--- src/hdl/pat_pkg.sv ---
// Shared types and constants for the peer address table.
// Used by the scan unit, the top level and the testbench.
package pat_pkg;

  localparam int ENTRIES      = 64;
  localparam int IDX_W        = $clog2(ENTRIES);
  localparam int CNT_W        = $clog2(ENTRIES + 1);
  localparam int FUTURE_SLACK = 600;

  typedef logic [IDX_W-1:0] idx_t;
  typedef logic [CNT_W-1:0] cnt_t;

  // Operation codes
  localparam logic [1:0] FUNC_ADD      = 2'd0;
  localparam logic [1:0] FUNC_GOOD     = 2'd1;
  localparam logic [1:0] FUNC_REMOVE   = 2'd2;
  localparam logic [1:0] FUNC_CONTAINS = 2'd3;

  // Result status codes
  localparam logic [3:0] ST_INSERTED = 4'd0;
  localparam logic [3:0] ST_EVICTED  = 4'd1;
  localparam logic [3:0] ST_RAISED   = 4'd2;
  localparam logic [3:0] ST_KEPT     = 4'd3;
  localparam logic [3:0] ST_SELF     = 4'd4;
  localparam logic [3:0] ST_PORT0    = 4'd5;
  localparam logic [3:0] ST_FUTURE   = 4'd6;
  localparam logic [3:0] ST_HIT      = 4'd7;
  localparam logic [3:0] ST_MISS     = 4'd8;

  // Configuration register indexes
  localparam logic CFG_SELF_IPV4 = 1'b0;
  localparam logic CFG_SELF_PORT = 1'b1;

  typedef struct packed {
    logic [31:0] ipv4;
    logic [15:0] port;
    logic [31:0] last_seen;
  } slot_t;

  localparam int SLOT_W = $bits(slot_t);

  // Running results of one scan over all slots
  typedef struct packed {
    logic        hit;
    idx_t        hit_idx;
    logic [31:0] hit_time;
    logic        free_found;
    idx_t        free_idx;
    logic        old_found;
    idx_t        old_idx;
    logic [31:0] old_time;
    logic [31:0] old_ipv4;
    logic [15:0] old_port;
  } scan_res_t;

endpackage

--- src/hdl/pat_scan.sv ---
// Shared per-slot compare unit: key match, oldest stamp and first free slot.
// Depends on pat_pkg; fed one slot per cycle by the top-level sequencer.
module pat_scan import pat_pkg::*; (
  input  logic        clk_i,
  input  logic        rst_ni,
  input  logic        clear_i,
  input  logic        chk_vld_i,
  input  idx_t        chk_idx_i,
  input  logic        slot_vld_i,
  input  slot_t       slot_i,
  input  logic [31:0] key_ipv4_i,
  input  logic [15:0] key_port_i,
  output scan_res_t   res_o
);

  scan_res_t res_q, res_d;
  logic      live, match, older, free;

  assign live  = chk_vld_i && slot_vld_i;
  assign match = live && (slot_i.ipv4 == key_ipv4_i) && (slot_i.port == key_port_i);
  // Strict less-than keeps the lowest slot on a tie
  assign older = live && (!res_q.old_found || (slot_i.last_seen < res_q.old_time));
  assign free  = chk_vld_i && !slot_vld_i;

  always_comb begin
    res_d = res_q;
    if (clear_i) begin
      res_d.hit        = 1'b0;
      res_d.free_found = 1'b0;
      res_d.old_found  = 1'b0;
    end else begin
      if (match && !res_q.hit) begin
        res_d.hit      = 1'b1;
        res_d.hit_idx  = chk_idx_i;
        res_d.hit_time = slot_i.last_seen;
      end
      if (free && !res_q.free_found) begin
        res_d.free_found = 1'b1;
        res_d.free_idx   = chk_idx_i;
      end
      if (older) begin
        res_d.old_found = 1'b1;
        res_d.old_idx   = chk_idx_i;
        res_d.old_time  = slot_i.last_seen;
        res_d.old_ipv4  = slot_i.ipv4;
        res_d.old_port  = slot_i.port;
      end
    end
  end

  always_ff @(posedge clk_i or negedge rst_ni) begin
    if (!rst_ni) begin
      res_q <= '0;
    end else begin
      res_q <= res_d;
    end
  end

  assign res_o = res_q;

endmodule

--- config.mk ---
export PLATFORM = sky130hd
export DESIGN_NAME = pat_scan
export DESIGN_NICKNAME = d
export VERILOG_FILES = /design/src/hdl/pat_pkg.sv /design/src/hdl/pat_scan.sv
export SDC_FILE = /design/constraint.sdc
export NUM_CORES = 1
export LEC_CHECK = 0
export BUFFER_PORTS_ARGS = -buffer_cell sky130_fd_sc_hd__buf_2
export CAP_MARGIN = 20
export CORE_UTILIZATION = 52
export CTS_CLUSTER_SIZE = 10
export DETAILED_ROUTE_END_ITERATION = 8
export PLACE_DENSITY = 0.86
export SYNTH_ARGS = -nofsm -noshare
export SYNTH_HDL_FRONTEND = slang
export SYNTH_SLANG_ARGS = --single-unit
--- constraint.sdc ---
create_clock -name clk_i -period 5.95 [get_ports clk_i]
set_clock_uncertainty 0.1 [all_clocks]
set_input_delay 0.2975 -clock clk_i [delete_from_list [all_inputs] [get_ports clk_i]]
set_output_delay 0.2975 -clock clk_i [all_outputs]
set_load 0.01 [all_outputs]
* After elaboration in Yosys (flattened, before gate mapping)
Index checks and enable logic that the tools add are counted.
W data, S select, Z words.
** Storage, ports and cells
- Bits in registers :: 133
- Logic and storage cells :: 38
- Input port bits :: 139
- Output and inout bits :: 133
** Operators by class
- Multiplexer cells :: 6
- Eq/ne operators :: 2
- Magnitude comparators :: 1
- Bitwise logic cells :: 1
- Reductions and logical operators :: 18
** Operators by type and width (count)
- $mux W87 :: 1
- $mux W39 :: 1
- $eq A32 B32 Y1 :: 1
- $lt A32 B32 Y1 :: 1
- $eq A16 B16 Y1 :: 1
- $logic_and A1 B1 Y1 :: 7
- $mux W7 :: 1
- $reduce_and A2 Y1 :: 3
- $reduce_bool A2 Y1 :: 3
- $logic_not A1 Y1 :: 4
- $mux W1 :: 3
- $logic_or A1 B1 Y1 :: 1
- $not A1 Y1 :: 1

* Depth between registers and ports, before layout
- Depth in word-level cells :: 6
- Depth in mapped cells :: 10
- Mapped depth without buffers :: 8

* Worst setup path after synthesis
No wires, ideal clock.
- Path kind :: register to register
- Start point :: reg res_q, in the netlist res_o[61]
- End point :: reg res_q, in the netlist res_o[43]
- Period minus slack after synthesis :: 2.537 ns
- Buffers on the path :: 2
- Library setup time :: 0.125 ns
- Slack :: 3.413 ns
- Data arrival time :: 2.312 ns
- Stages on the path, launching flop included :: 11
- Data required time :: 5.725 ns
- Cells stage by stage :: dfrtp_1 > inv_1 > ha_1 > a211oi_1 > nor2_1 > a2111oi_2 > o211ai_1 > a22oi_2 > buf_6 > buf_6 > mux2_4
** On the way
- Word-level cells in the longest chain between the ends :: 4
** RTL lines
- from (decl) :: RTL line pat_scan.sv:16 : scan_res_t res_q, res_d;
- from (signal assigned) :: RTL line pat_scan.sv:55 : res_q <= res_d;
- $lt A32 B32 Y1 :: RTL line pat_scan.sv:22 : assign older = live && (!res_q.old_found || (slot_i.last_seen < res_q.old_time));
- $logic_or A1 B1 Y1 :: RTL line pat_scan.sv:22
- $logic_and A1 B1 Y1 :: RTL line pat_scan.sv:22
- $reduce_and A2 Y1 (no source line)
No other way between the ends.
A chain may end at the register's enable or synchronous reset.

* Worst setup path in the final report
- Start point :: reg res_q, in the netlist res_o[65]
- End point :: reg res_q, in the netlist res_o[10]
Same word-level chain as after synthesis.

==> run_results.csv <==
group,metric,value,unit
synth,synth.most_common_cell,"dfrtp_1",
sta,slew_headroom,0.463,
synth,synth_top_area_cell,"dfrtp_1",
power,pwr-share-comb,0.311,
sta,worst_pin_slew,0.806,ns
global_routing,antenna_found_initial,1,
synth,async_flop_share,1.00,
drt,route.detailed.drc,0,
outcome,outcome,"finished, final reports clean",
clock_network,cts_max_level,4,
synth,synth_seq_cells,133,
placement,dpl.hpwl,11.9,mm
die,fp.dieH,113,µm
layout,fin_cells,905,
layout,seq_area,3330,µm²
placement,io_buffers,271,
placement,gp_congestion,0.932,
power,max-vdd-ir-drop,0.000286,V
clock_network,clk_pin_slew,0.06,ns
global_routing,grt_pass1_wl,25.3,mm
power,p_leak,0.00451,µW
hold_path,hold_depth,2,
clock_network,clk_path_buf_depth,2,
drt,maxUsedRoutingLayer,"met4",
clock_network,cts_buffers,17,
critical_path,crit_path_max_fanout,53,
power,internal_power,2580,µW
drt,met3_length,1.04,mm
drt,wl_met2,8.20,mm
drt,initialDrtViolationCount,176,
layout,num-nets-final,914,
sta,clock.fmax,319,MHz
critical_path,rr_endpoint,"res_o[10]",
die,dieArea,12800,µm²
synth,ys_seq_area_frac,0.518,
clock_network,cts_setup_buffers,0,
drt,wire_per_inst,17.9,µm
sta,timing.final.crit_share,0.527,
synth,ys_warn_count,0,
power,p_clk_frac,0.326,
critical_path,end_kind,"register",
flow_run,max-cap-violations,0,
hold_path,min-delay-start,"slot_i[49]",
drt,dr.pass1.iters,4,
critical_path,critPathKind,"register to register",
layout,drive_gt1_frac,0.584,
die,die_w,113,µm
die,num_rows,40,
synth,synth_edf_count,0,
critical_path,critPathRequiredTime,6.14,ns
hold_path,holdPathEnd,"res_o[17]",
synth,synth.cell_area,6420,µm²
placement,dp_slack,2.86,ns
clock_network,cts_tree,"built",
global_routing,grt_start_max_net_pins,81,
clock_network,cts-root-buf,"clkbuf_16",
clock_network,clk_latency,0.42,ns
critical_path,r2r.worst_path.cells,9,
power,power_density,427,nW/µm²
layout,nFillCells,822,
power,switching_share,0.301,
placement,placed_cells,870,
hold_path,min_path_type,"input pin to register",
sta,setup_slack,2.81,ns
sta,setup_viol,0,
drt,route.vias.total,4800,
clock_network,clock_sinks,133,
power,p_sw,1110,µW
layout,largest_reg_flops,133,
global_routing,grt_pass1_vias,4944,
power,p_seq_frac,0.363,
drt,route.layer.met1.wl,6.41,mm
synth,synthCells,461,
synth,synth_area_per_cell,13.9,µm²
sta,finalMaxSlewViolations,0,
drt,vias_per_cell,5.30,
critical_path,worstReg2RegStart,"res_o[65]",
die,io_pins,272,
synth,synthTopCellsByArea,"dfrtp_1 52%, mux2_2 16%, mux2_4 9.4%",
synth,synthFlopType,"dfrtp_1",
synth,syn_nets,631,
drt,drt_wl_total,16.2,mm
synth,yosys.area.top_type_share,0.518,
synth,synth.cells.most_frequent,"133 x dfrtp_1, 90 x mux2_2, 40 x mux2_4",
sta,grt_setup_unrepaired,"false",
clock_network,cts_hold_buf,1,
drt,ant_nets,0,
sta,fin_setup_tns,0,ns
die,core,12000,µm²
critical_path,r2r_setup_slack,2.81,ns
sta,fin_crit,3.14,ns
global_routing,track_usage,0.262,
die,start_util,0.534,
global_routing,overflow,0,
critical_path,crit_arrival,3.33,ns
critical_path,cp-start-kind,"register",
sta,hold_viol,0,
layout,syn2layout_area_growth,34.3,%
layout,multi_input_area,2870,µm²
synth,synth.distinct_cells,36,
clock_network,postCtsResizedCells,0,
[how the worst max path moves through the flow]
stage | startpoint | to | slack (ns) | depth (start not counted)
finish | res_o[65] | res_o[10] | 2.81 | 9
global route | res_o[65] | res_o[10] | 2.69 | 9
CTS | res_o[65] | res_o[10] | 2.83 | 9
detailed placement | slot_i[13] | res_o[10] | 2.86 | 9
global placement | slot_i[13] | res_o[7] | 2.89 | 9
floorplan | res_o[61] | res_o[43] | 3.41 | 10
[cell usage in the layout, fill, tap and decap left out, types with 3 or more instances in the layout]
cell / count
a21oi_1: 10
buf_2: 270
buf_4: 4
bufinv_16: 6
clkbuf_16: 17
dfrtp_1: 133
ha_1: 31
inv_1: 34
mux2_2: 90
mux2_4: 40
nand2_1: 9
nand3_1: 3
nand4_1: 12
nor2_1: 4
nor3_1: 3
nor4_1: 5
o21ai_0: 5
xnor2_1: 28
xor2_1: 20
[critical path, cell delays in order, from the launching register on]
cell and delay [ns]:
dfrtp_1 0.39, inv_1 0.06, ha_1 0.28, a21oi_1 0.15
nor2_1 0.08, a211oi_1 0.45, o221ai_2 0.19, a22oi_2 0.21
buf_4 0.62, mux2_2 0.41
[kinds of logic after synthesis]
logic type	Yosys count	synth area share
AOI/OAI and AO/OA	27	0.0290
xor gates and xnor gates	48	0.0655
adders and majority gates	31	0.0604
buffers and inverters	47	0.0357
DFF	133	0.518
muxes	130	0.251
and+or+nand+nor	45	0.0396
[power by group through the flow]
stage,clock (µW),combinational [µW],sequential [µW]
6_report,1200,1150,1340
5_1_grt,1260,1250,1360
4_1_cts,1220,1150,1340
3_5_place_dp,0,1140,1340
3_3_place_gp,0,1100,1320
2_1_floorplan,0,558,1440
[stage by stage]
step | total power, µW | hold WS [ns] | util | instance area [µm²]
after detailed placement | 2480 | 0.175 | 0.658 | 7900
after global routing | 3870 | 0.0318 | 0.718 | 8620
after CTS | 3710 | 0.0171 | 0.715 | 8590
after global placement | 2420 | 0.166 | 0.658 | 7900
final | 3680 | 0.0354 | 0.718 | 8620
after floorplan | 2000 | -0.0981 | - | 6420
[area by class of cell]
class | instances | area share
Sequential cell | 133 | 0.386
Multi-Input combinational cell | 281 | 0.333
Timing Repair Buffer | 277 | 0.166
Clock buffer | 20 | 0.0530
Clock inverter | 12 | 0.0260
Tap cell | 147 | 0.0213
Inverter | 34 | 0.0148
Antenna cell | 1 | 0.000290
[routing by layer]
metal / vias to the layer above / GRT usage
met5: - / 0
li1: 2187 / -
met1: 2379 / 0.296
met2: 193 / 0.454
met4: 0 / 0.140
met3: 41 / 0.0712
(Power assumes the default switching activity.)
