## src/hdl/pat_ram.sv

```systemverilog
// Generic single-write, single-read RAM with registered read data.
// No dependencies.
module pat_ram #(
  parameter int WIDTH = 8,
  parameter int DEPTH = 16
) (
  input  logic                     clk_i,
  input  logic                     we_i,
  input  logic [$clog2(DEPTH)-1:0] waddr_i,
  input  logic [WIDTH-1:0]         wdata_i,
  input  logic                     re_i,
  input  logic [$clog2(DEPTH)-1:0] raddr_i,
  output logic [WIDTH-1:0]         rdata_o
);

  logic [WIDTH-1:0] mem_q [DEPTH];
  logic [WIDTH-1:0] rdata_q;

  always_ff @(posedge clk_i) begin
    if (we_i) begin
      mem_q[waddr_i] <= wdata_i;
    end
    if (re_i) begin
      rdata_q <= mem_q[raddr_i];
    end
  end

  assign rdata_o = rdata_q;

endmodule

```

## config.mk

```make
export PLATFORM = sky130hd
export DESIGN_NAME = pat_ram
export DESIGN_NICKNAME = d
export VERILOG_FILES = /design/src/hdl/pat_ram.sv
export SDC_FILE = /design/constraint.sdc
export NUM_CORES = 1
export LEC_CHECK = 0
export ABC_AREA = 0
export BUFFER_PORTS_ARGS = -buffer_cell sky130_fd_sc_hd__buf_4
export CAP_MARGIN = 20
export CORE_ASPECT_RATIO = 1.25
export CORE_MARGIN = 3
export CORE_UTILIZATION = 60
export CTS_BUF_LIST = sky130_fd_sc_hd__clkbuf_8
export CTS_CLUSTER_SIZE = 16
export DETAILED_ROUTE_END_ITERATION = 8
export GPL_TIMING_DRIVEN = 0
export PLACE_DENSITY_LB_ADDON = 0.3
export SLEW_MARGIN = 20
export SYNTH_ARGS = -nofsm -noshare
export SYNTH_HDL_FRONTEND = slang
export SYNTH_SLANG_ARGS = --single-unit
```

## constraint.sdc

```tcl
create_clock -name clk_i -period 2.8 [get_ports clk_i]
set_input_delay 0.42 -clock clk_i [delete_from_list [all_inputs] [get_ports clk_i]]
set_output_delay 0.42 -clock clk_i [all_outputs]
set_load 0.1 [all_outputs]
```

* Word-level counts from Yosys, hierarchy flattened
Memory sizes are Yosys's and may differ from the RTL's. A register that Yosys moved wholly into a read port is not among the register bits. Cells that the tools add are included.
Cells by class: muxes and demuxes 2
Operators with widths (number):
- 2-to-1 mux 1 bit | 2
Word-level totals: memories kept 1, memory bits (writable) 128, output and inout bits 8, word-level logic and storage cells 3, register bits after elaboration 0
Memory list:
- mem_q | depth 16, bits a word 8, read ports 1, clocked after memory_dff 1, wr ports 1, line 16 | logic [WIDTH-1:0] mem_q [DEPTH];

* Logic depth before layout (Yosys ltp)
Gate-level depths: netlist of run 1.
depth in word-level cells 2, gate-level depth with buffers 5

* Worst setup path after synthesis of run 1
OpenSTA, ideal clock, no wires.
kind input to register, start input waddr_i[2], end memory mem_q[0][0], enable pin, arrival time 1.530 ns, required time 2.417 ns, stages on the path 2, setup slack 0.887 ns, setup time 0.383 ns, cells stage by stage or3b_2 nor3_1
RTL lines:
- start, declared | line 9 | input logic [$clog2(DEPTH)-1:0] waddr_i,
- end, declared | line 16
Straight into the memory's write port.

* Worst setup path in the final report of run 1
start input waddr_i[2], end memory mem_q[2][5], enable pin
Straight into the memory's write port.

==> results.toml, run 1 <==
[worst_setup_path]
startpoint_class = "input port"
worst-endpoint-arrival_ns = 1.73
worst-endpoint-required_ns = 2.85
r2r_start = "mem_q[1][3]"
setup.reg_to_reg.worst_slack_ns = 1.22
timing.rr.end = "rdata_o[3]"
cp-end-kind = "register"
path_class = "input port to register"
r2r_cells = 3
cp_max_fo = 8

[global_routing]
grt_pass1_wl_um = 13900
gr-usage-all-layers = 0.213
gr_met1_demand_resource = 0.260
initial_antenna_violation_count = 0
first_global_vias = 2458
grt_remaining_overflow = 0
grt_busiest_layer = "met2"
m3_gr_usage = 0.0699
grt_util_met2 = 0.331
grt_max_degree = 17

[power_and_ir_drop]
p_leak_nw = 1.96
power.density_cell_area_mw_per_mm2 = 694
overall_power_after_layout_w = 0.00415
ir_drop_v = 0.000448

[status]
run_status = "finished clean"

[logic_synthesis]
synthesis.area_mm2 = 0.00523
synth_sequential_area_ratio = 0.781
syn_area_per_cell_um2 = 22.8
synth_seq_cells = 136
leading_cell_types_by_total_area_after_synthesis = "sky130_fd_sc_hd__edfxtp_1 (78%), sky130_fd_sc_hd__mux4_2 (7.8%), sky130_fd_sc_hd__mux4_1 (7.0%), sky130_fd_sc_hd__a22oi_1 (2.3%), sky130_fd_sc_hd__nor2_1 (0.93%)"
ys.warnings.count = 0
syn_inst = 229
yosys.area.top_type = "sky130_fd_sc_hd__edfxtp_1"
synth_cell_type_count = 18
synth_fp_nets = 248
area_share_of_the_leading_cell_type_in_the_synthesized_netlist = 0.781

[clock_network]
post_cts.repair.setup_buffers = 0
cts_inserted_buffers = 17
h_tree_depth_reported_by_cts = 4
worst_skew_pair.late_latency_ns = 0.43
cts_hold_buf = 0
ctsRootBufferMaster = "sky130_fd_sc_hd__clkbuf_8"
tritoncts = "yes"
cts_max_path_buffers = 2
worst_setup_hold_path_clk_slew_ns = 0.07
cts_repair_resize_count = 0
clock_sinks = 136

[cells_and_area]
synthToLayoutAreaGrowth_pct = 14.3
area_of_combinational_cells_with_multiple_inputs_mm2 = 0.00108
fillers = 489
sequential_cell_area_mm2 = 0.00408
finalNetCount = 292
finish.cell_count_without_fillers = 402
finish.utilization = 0.713
num_antenna_cells = 0
share_of_layout_cells_above_drive_strength_1 = 0.302

[min_path]
holdCritStartpoint = "re_i"
hold_path_depth = 1
min_delay_worst_endpoint = "rdata_o[6]"
holdCritPathClass = "input port to register"

[placement]
placedCellCount = 371
detailed_place_hpwl_um = 5960
gpl.final_weighted_congestion = 0.854
port_buffers = 25

[routing]
detail_route.vias_per_cell = 6.04
number_of_search_and_repair_iterations_in_the_first_detailed_routing_pass = 4
wl_per_cell_um = 22.9
route.detailed.drc = 0
drt_first_iter_violations = 181
overall_routed_net_length_um = 9200
vias = 2427
drtAntennaViolNets = 0

[sta]
setup_total_negative_slack_ns = 0
worst-slew-pin-transition_ns = 0.820
timing_max_transition_violations_final = 0
finalHoldViolations = 0
rsz0062_at_grt = "no"
fmax_ghz = 0.595
final_period_minus_worst_setup_slack_ns = 1.68
setup_viol = 0
final.setup_skew_ns = 0.00993
maxSlewHeadroom = 0.452
final.period_utilization = 0.600

[flow_run]
maxCapViolCount = 0

[floorplanning]
effective_utilization_at_floorplan = 0.624
die_outline_area_mm2 = 0.00988
fp-row-count = 37
dieHeight_um = 110
coreArea_mm2 = 0.00838
die-width_um = 89.5
num_io_pins = 27
==> metrics by stage <==
step | hold WS [ns] | area (µm²) | setup WS (ns)
detailed placement | 0.700 | 5580 | 0.697
global route | 0.243 | 5980 | 1.06
floorplan | 0.519 | 5230 | 0.887
global placement | 0.697 | 5560 | 0.344
CTS | 0.238 | 5980 | 1.13
finish | 0.265 | 5980 | 1.12
==> layer usage <==
layer  up-vias  routed length, µm
li1       1067                  -
met1      1224               3430
met2       110               4660
met3        26                719
met4         0                379
met5         -                  0
==> state kept, by name, summed over array words and instances, names as in the netlist <==
name,cells
rdata_o,8
mem_q,128
==> layout make-up <==
cell class                 instances  share of cell area
multi-input combinational         83               0.180
sequential                       136               0.683
buffer                            10              0.0144
clock buffer                      17              0.0392
clock inverter                    14              0.0268
tap                              117              0.0245
timing repair buffer              25              0.0314
==> where the power goes <==
| group | leakage [nW] | internal, W | switching, W |
|---|---|---|---|
| Sequential | 1.24 | 0.00229 | 0.00000986 |
| Clock | 0.182 | 0.000863 | 0.000687 |
| Combinational | 0.544 | 0.000102 | 0.000195 |
| Total | 1.96 | 0.00326 | 0.000892 |
==> kinds of logic after synthesis <==
logic type	after synthesis	synth area share
flops	136	0.781
simple gates	35	0.0314
mux	32	0.148
compound gates	16	0.0230
buf+inv	10	0.0165
==> cells in the final DEF, fill, tap and decap left out <==
cell,Yosys,routed
sky130_fd_sc_hd__mux4_1,14,14
sky130_fd_sc_hd__buf_6,3,3
sky130_fd_sc_hd__nand3b_1,2,2
sky130_fd_sc_hd__buf_2,3,3
sky130_fd_sc_hd__clkinv_2,0,1
sky130_fd_sc_hd__nand2b_1,2,2
sky130_fd_sc_hd__buf_4,1,26
sky130_fd_sc_hd__nor3_2,0,4
sky130_fd_sc_hd__clkinv_1,0,2
sky130_fd_sc_hd__or3b_2,1,1
sky130_fd_sc_hd__and2_1,1,1
sky130_fd_sc_hd__clkdlybuf4s25_2,3,3
sky130_fd_sc_hd__clkbuf_8,0,17
sky130_fd_sc_hd__edfxtp_1,136,136
sky130_fd_sc_hd__clkinvlp_4,0,6
sky130_fd_sc_hd__nand3_1,1,1
sky130_fd_sc_hd__bufinv_16,0,3
sky130_fd_sc_hd__nand2_1,9,9
sky130_fd_sc_hd__and2b_1,1,1
sky130_fd_sc_hd__inv_1,0,1
sky130_fd_sc_hd__nor2_1,13,13
sky130_fd_sc_hd__clkinv_4,0,1
sky130_fd_sc_hd__a22oi_1,16,16
sky130_fd_sc_hd__nor2b_1,1,1
sky130_fd_sc_hd__mux4_2,18,18
==> synth_stat cells (all sizes together) <==
cell type      number
a22oi              16
and2                1
and2b               1
buf                 7
clkdlybuf4s25       3
edfxtp            136
mux4               32
nand2               9
nand2b              2
nand3               1
nand3b              2
nor2               13
nor2b               1
nor3                4
or3b                1
==> worst max path at each step <==
| stage | from | endpoint | slack, ns | depth (start not counted) |
|---|---|---|---|---|
| 2_1_floorplan | waddr_i[2] | mem_q[0][0] | 0.89 | 2 |
| 3_3_place_gp | waddr_i[2] | mem_q[0][3] | 0.34 | 3 |
| 3_5_place_dp | waddr_i[2] | mem_q[0][3] | 0.70 | 3 |
| 4_1_cts | waddr_i[2] | mem_q[2][1] | 1.13 | 3 |
| 5_1_grt | waddr_i[2] | mem_q[2][1] | 1.06 | 3 |
| 6_report | waddr_i[2] | mem_q[2][5] | 1.12 | 3 |
==> critical path, cell delays in order <==
cell,delay (ns)
sky130_fd_sc_hd__buf_4,0.13
sky130_fd_sc_hd__or3b_2,0.52
sky130_fd_sc_hd__nor2_1,0.65
Note: power is estimated with default switching activity, not from simulation.
==> run 2, diff against run 1 <==
- clock period: 2.8 -> 1.6 ns (I/O delays scaled with it)
==> run 2 against run 1 <==
Largest power group unchanged. Design area is 0.52% higher. Clock-buffer cell count stayed put. Critical endpoint is now rdata_o[2]. Register-to-register slack worse by 1.1 ns. Utilization is 0.37 points higher.
==> results.toml, run 2 (same netlist as run 1, synthesis figures left out) <==
[routing]
drt_first_iter_violations = 208
vias = 2430
wl_per_cell_um = 23.5
overall_routed_net_length_um = 9460
number_of_search_and_repair_iterations_in_the_first_detailed_routing_pass = 4
route.detailed.drc = 0
detail_route.vias_per_cell = 6.03
drtAntennaViolNets = 0

[clock_network]
post_cts.repair.setup_buffers = 0
h_tree_depth_reported_by_cts = 4
worst_setup_hold_path_clk_slew_ns = 0.07
tritoncts = "yes"
worst_skew_pair.late_latency_ns = 0.43
clock_sinks = 136
cts_max_path_buffers = 2
cts_inserted_buffers = 17
cts_repair_resize_count = 0
ctsRootBufferMaster = "sky130_fd_sc_hd__clkbuf_8"
cts_hold_buf = 0

[power_and_ir_drop]
power_spent_charging_and_discharging_nets_w = 0.00152
ir_drop_v = 0.000797
switching_share = 0.202
power.density_cell_area_mw_per_mm2 = 1250
p_leak_nw = 2.01
combPwrFrac = 0.069
cellInternalPower_w = 0.00600
power_frac_clock = 0.394
sequentialPowerShare = 0.537

[global_routing]
gr-usage-all-layers = 0.218
grt_pass1_wl_um = 13900
first_global_vias = 2436
grt_remaining_overflow = 0
grt_max_degree = 17
initial_antenna_violation_count = 0

[placement]
place_area_mm2 = 0.00558
port_buffers = 25
detailed_place_hpwl_um = 6110
gpl.final_weighted_congestion = 0.780

[worst_setup_path]
worst_path_dominant_cell_family = "multiplexers"
cp_max_fo = 1
cp.buffers_inverters = 0
startpoint_class = "register"
r2r_start = "mem_q[5][2]"
worst-endpoint-required_ns = 1.78
crit_path_cell_trace = "mux4_1 > a22oi_1 > nand2_1"
timing.rr.end = "rdata_o[2]"
setup.reg_to_reg.worst_slack_ns = 0.08
critical_path.max_stage_delay_ns = 0.57
cpMaxStageDelayCell = "sky130_fd_sc_hd__mux4_1"
cp-end-kind = "register"
worst-endpoint-arrival_ns = 1.70
path_class = "register to register"
r2r_cells = 3

[sta]
rsz0062_at_grt = "no"
final_period_minus_worst_setup_slack_ns = 1.52
setup_viol = 0
finalHoldViolations = 0
timing_max_transition_violations_final = 0
maxSlewHeadroom = 0.454
fmax_ghz = 0.656
whs_ns = 0.104
final.setup_skew_ns = 0.0111
final.period_utilization = 0.952
worst-slew-pin-transition_ns = 0.815

[status]
run_status = "finished clean"

[cells_and_area]
most_common_library_cell_in_the_layout_ignoring_fill_and_taps = "sky130_fd_sc_hd__edfxtp_1"
synthToLayoutAreaGrowth_pct = 14.9
num_antenna_cells = 0
share_of_layout_cells_above_drive_strength_1 = 0.290
layout_common_cells = "sky130_fd_sc_hd__edfxtp_1 (136), sky130_fd_sc_hd__buf_4 (26), sky130_fd_sc_hd__mux4_2 (18), sky130_fd_sc_hd__clkbuf_8 (17), sky130_fd_sc_hd__a22oi_1 (16)"
largest-register = "mem_q"
final_area_mm2 = 0.00601
finalNetCount = 292
largest_register_ff_count = 128

[flow_run]
maxCapViolCount = 0

[floorplanning]
die_outline_area_mm2 = 0.00988
fp-row-count = 37
coreArea_mm2 = 0.00838
effective_utilization_at_floorplan = 0.624
dieHeight_um = 110
num_io_pins = 27
die-width_um = 89.5

[min_path]
hold_path_depth = 1
holdCritStartpoint = "re_i"
holdCritPathClass = "input port to register"
min_delay_worst_endpoint = "rdata_o[6]"
[run 2: cell count changes in the layout (fill, tap and decap cells not counted), sizes merged]
| cell | previous run | this run |
|---|---|---|
| bufinv | 3 | 5 |
| clkinvlp | 6 | 0 |
| clkinv | 4 | 7 |
| inv | 1 | 3 |
[run 2: area by class of cell]
class,instances,area (µm²)
flip-flops and latches,136,4080
fillers,481,2370
multi-input cells,83,1080
clock buffers,17,234
clock inverters,15,191
repair buffers,25,188
well taps,117,146
plain buffers,10,86.3
[run 2: worst max-delay path by stage]
stage           startpoint           to  slack, ns  depth (start not counted)
3_5_place_dp    waddr_i[2]  mem_q[3][2]      -0.34                          3
3_3_place_gp    waddr_i[2]  mem_q[8][7]      -0.40                          3
6_report       mem_q[5][2]   rdata_o[2]       0.08                          3
5_1_grt        mem_q[5][2]   rdata_o[2]       0.03                          3
2_1_floorplan   raddr_i[0]   rdata_o[1]       0.08                          5
4_1_cts        mem_q[5][2]   rdata_o[2]       0.06                          3
[run 2: metrics by stage]
| step | total power, W | setup WS [ns] | util | TNS [ns] | std cells |
|---|---|---|---|---|---|
| 6_report | 0.00751 | 0.0760 | 0.717 | 0 | 403 |
| 5_1_grt | 0.00775 | 0.0250 | 0.717 | 0 | 403 |
| 4_1_cts | 0.00756 | 0.0569 | 0.717 | 0 | 403 |
| 3_5_place_dp | 0.00463 | -0.343 | 0.666 | -12.70 | 371 |
| 3_3_place_gp | 0.00461 | -0.398 | 0.664 | -18.64 | 371 |
| 2_1_floorplan | 0.00443 | 0.0776 | - | 0 | 229 |
[run 2: routing by layer]
layer | vias to the layer above | track usage | part of all wire
li1 | 1073 | - | -
met1 | 1255 | 0.293 | 0.42
met2 | 89 | 0.335 | 0.51
met3 | 13 | 0.0647 | 0.052
met4 | 0 | 0.0957 | 0.018
met5 | - | 0 | 0
[run 2: power groups by stage]
stage	Combinational, W	Sequential (W)	Clock (W)
after floorplan	0.000203	0.00423	0
after global placement	0.000507	0.00410	0
after detailed placement	0.000522	0.00411	0
after CTS	0.000523	0.00403	0.00300
after global routing	0.000549	0.00404	0.00316
final	0.000519	0.00403	0.00296
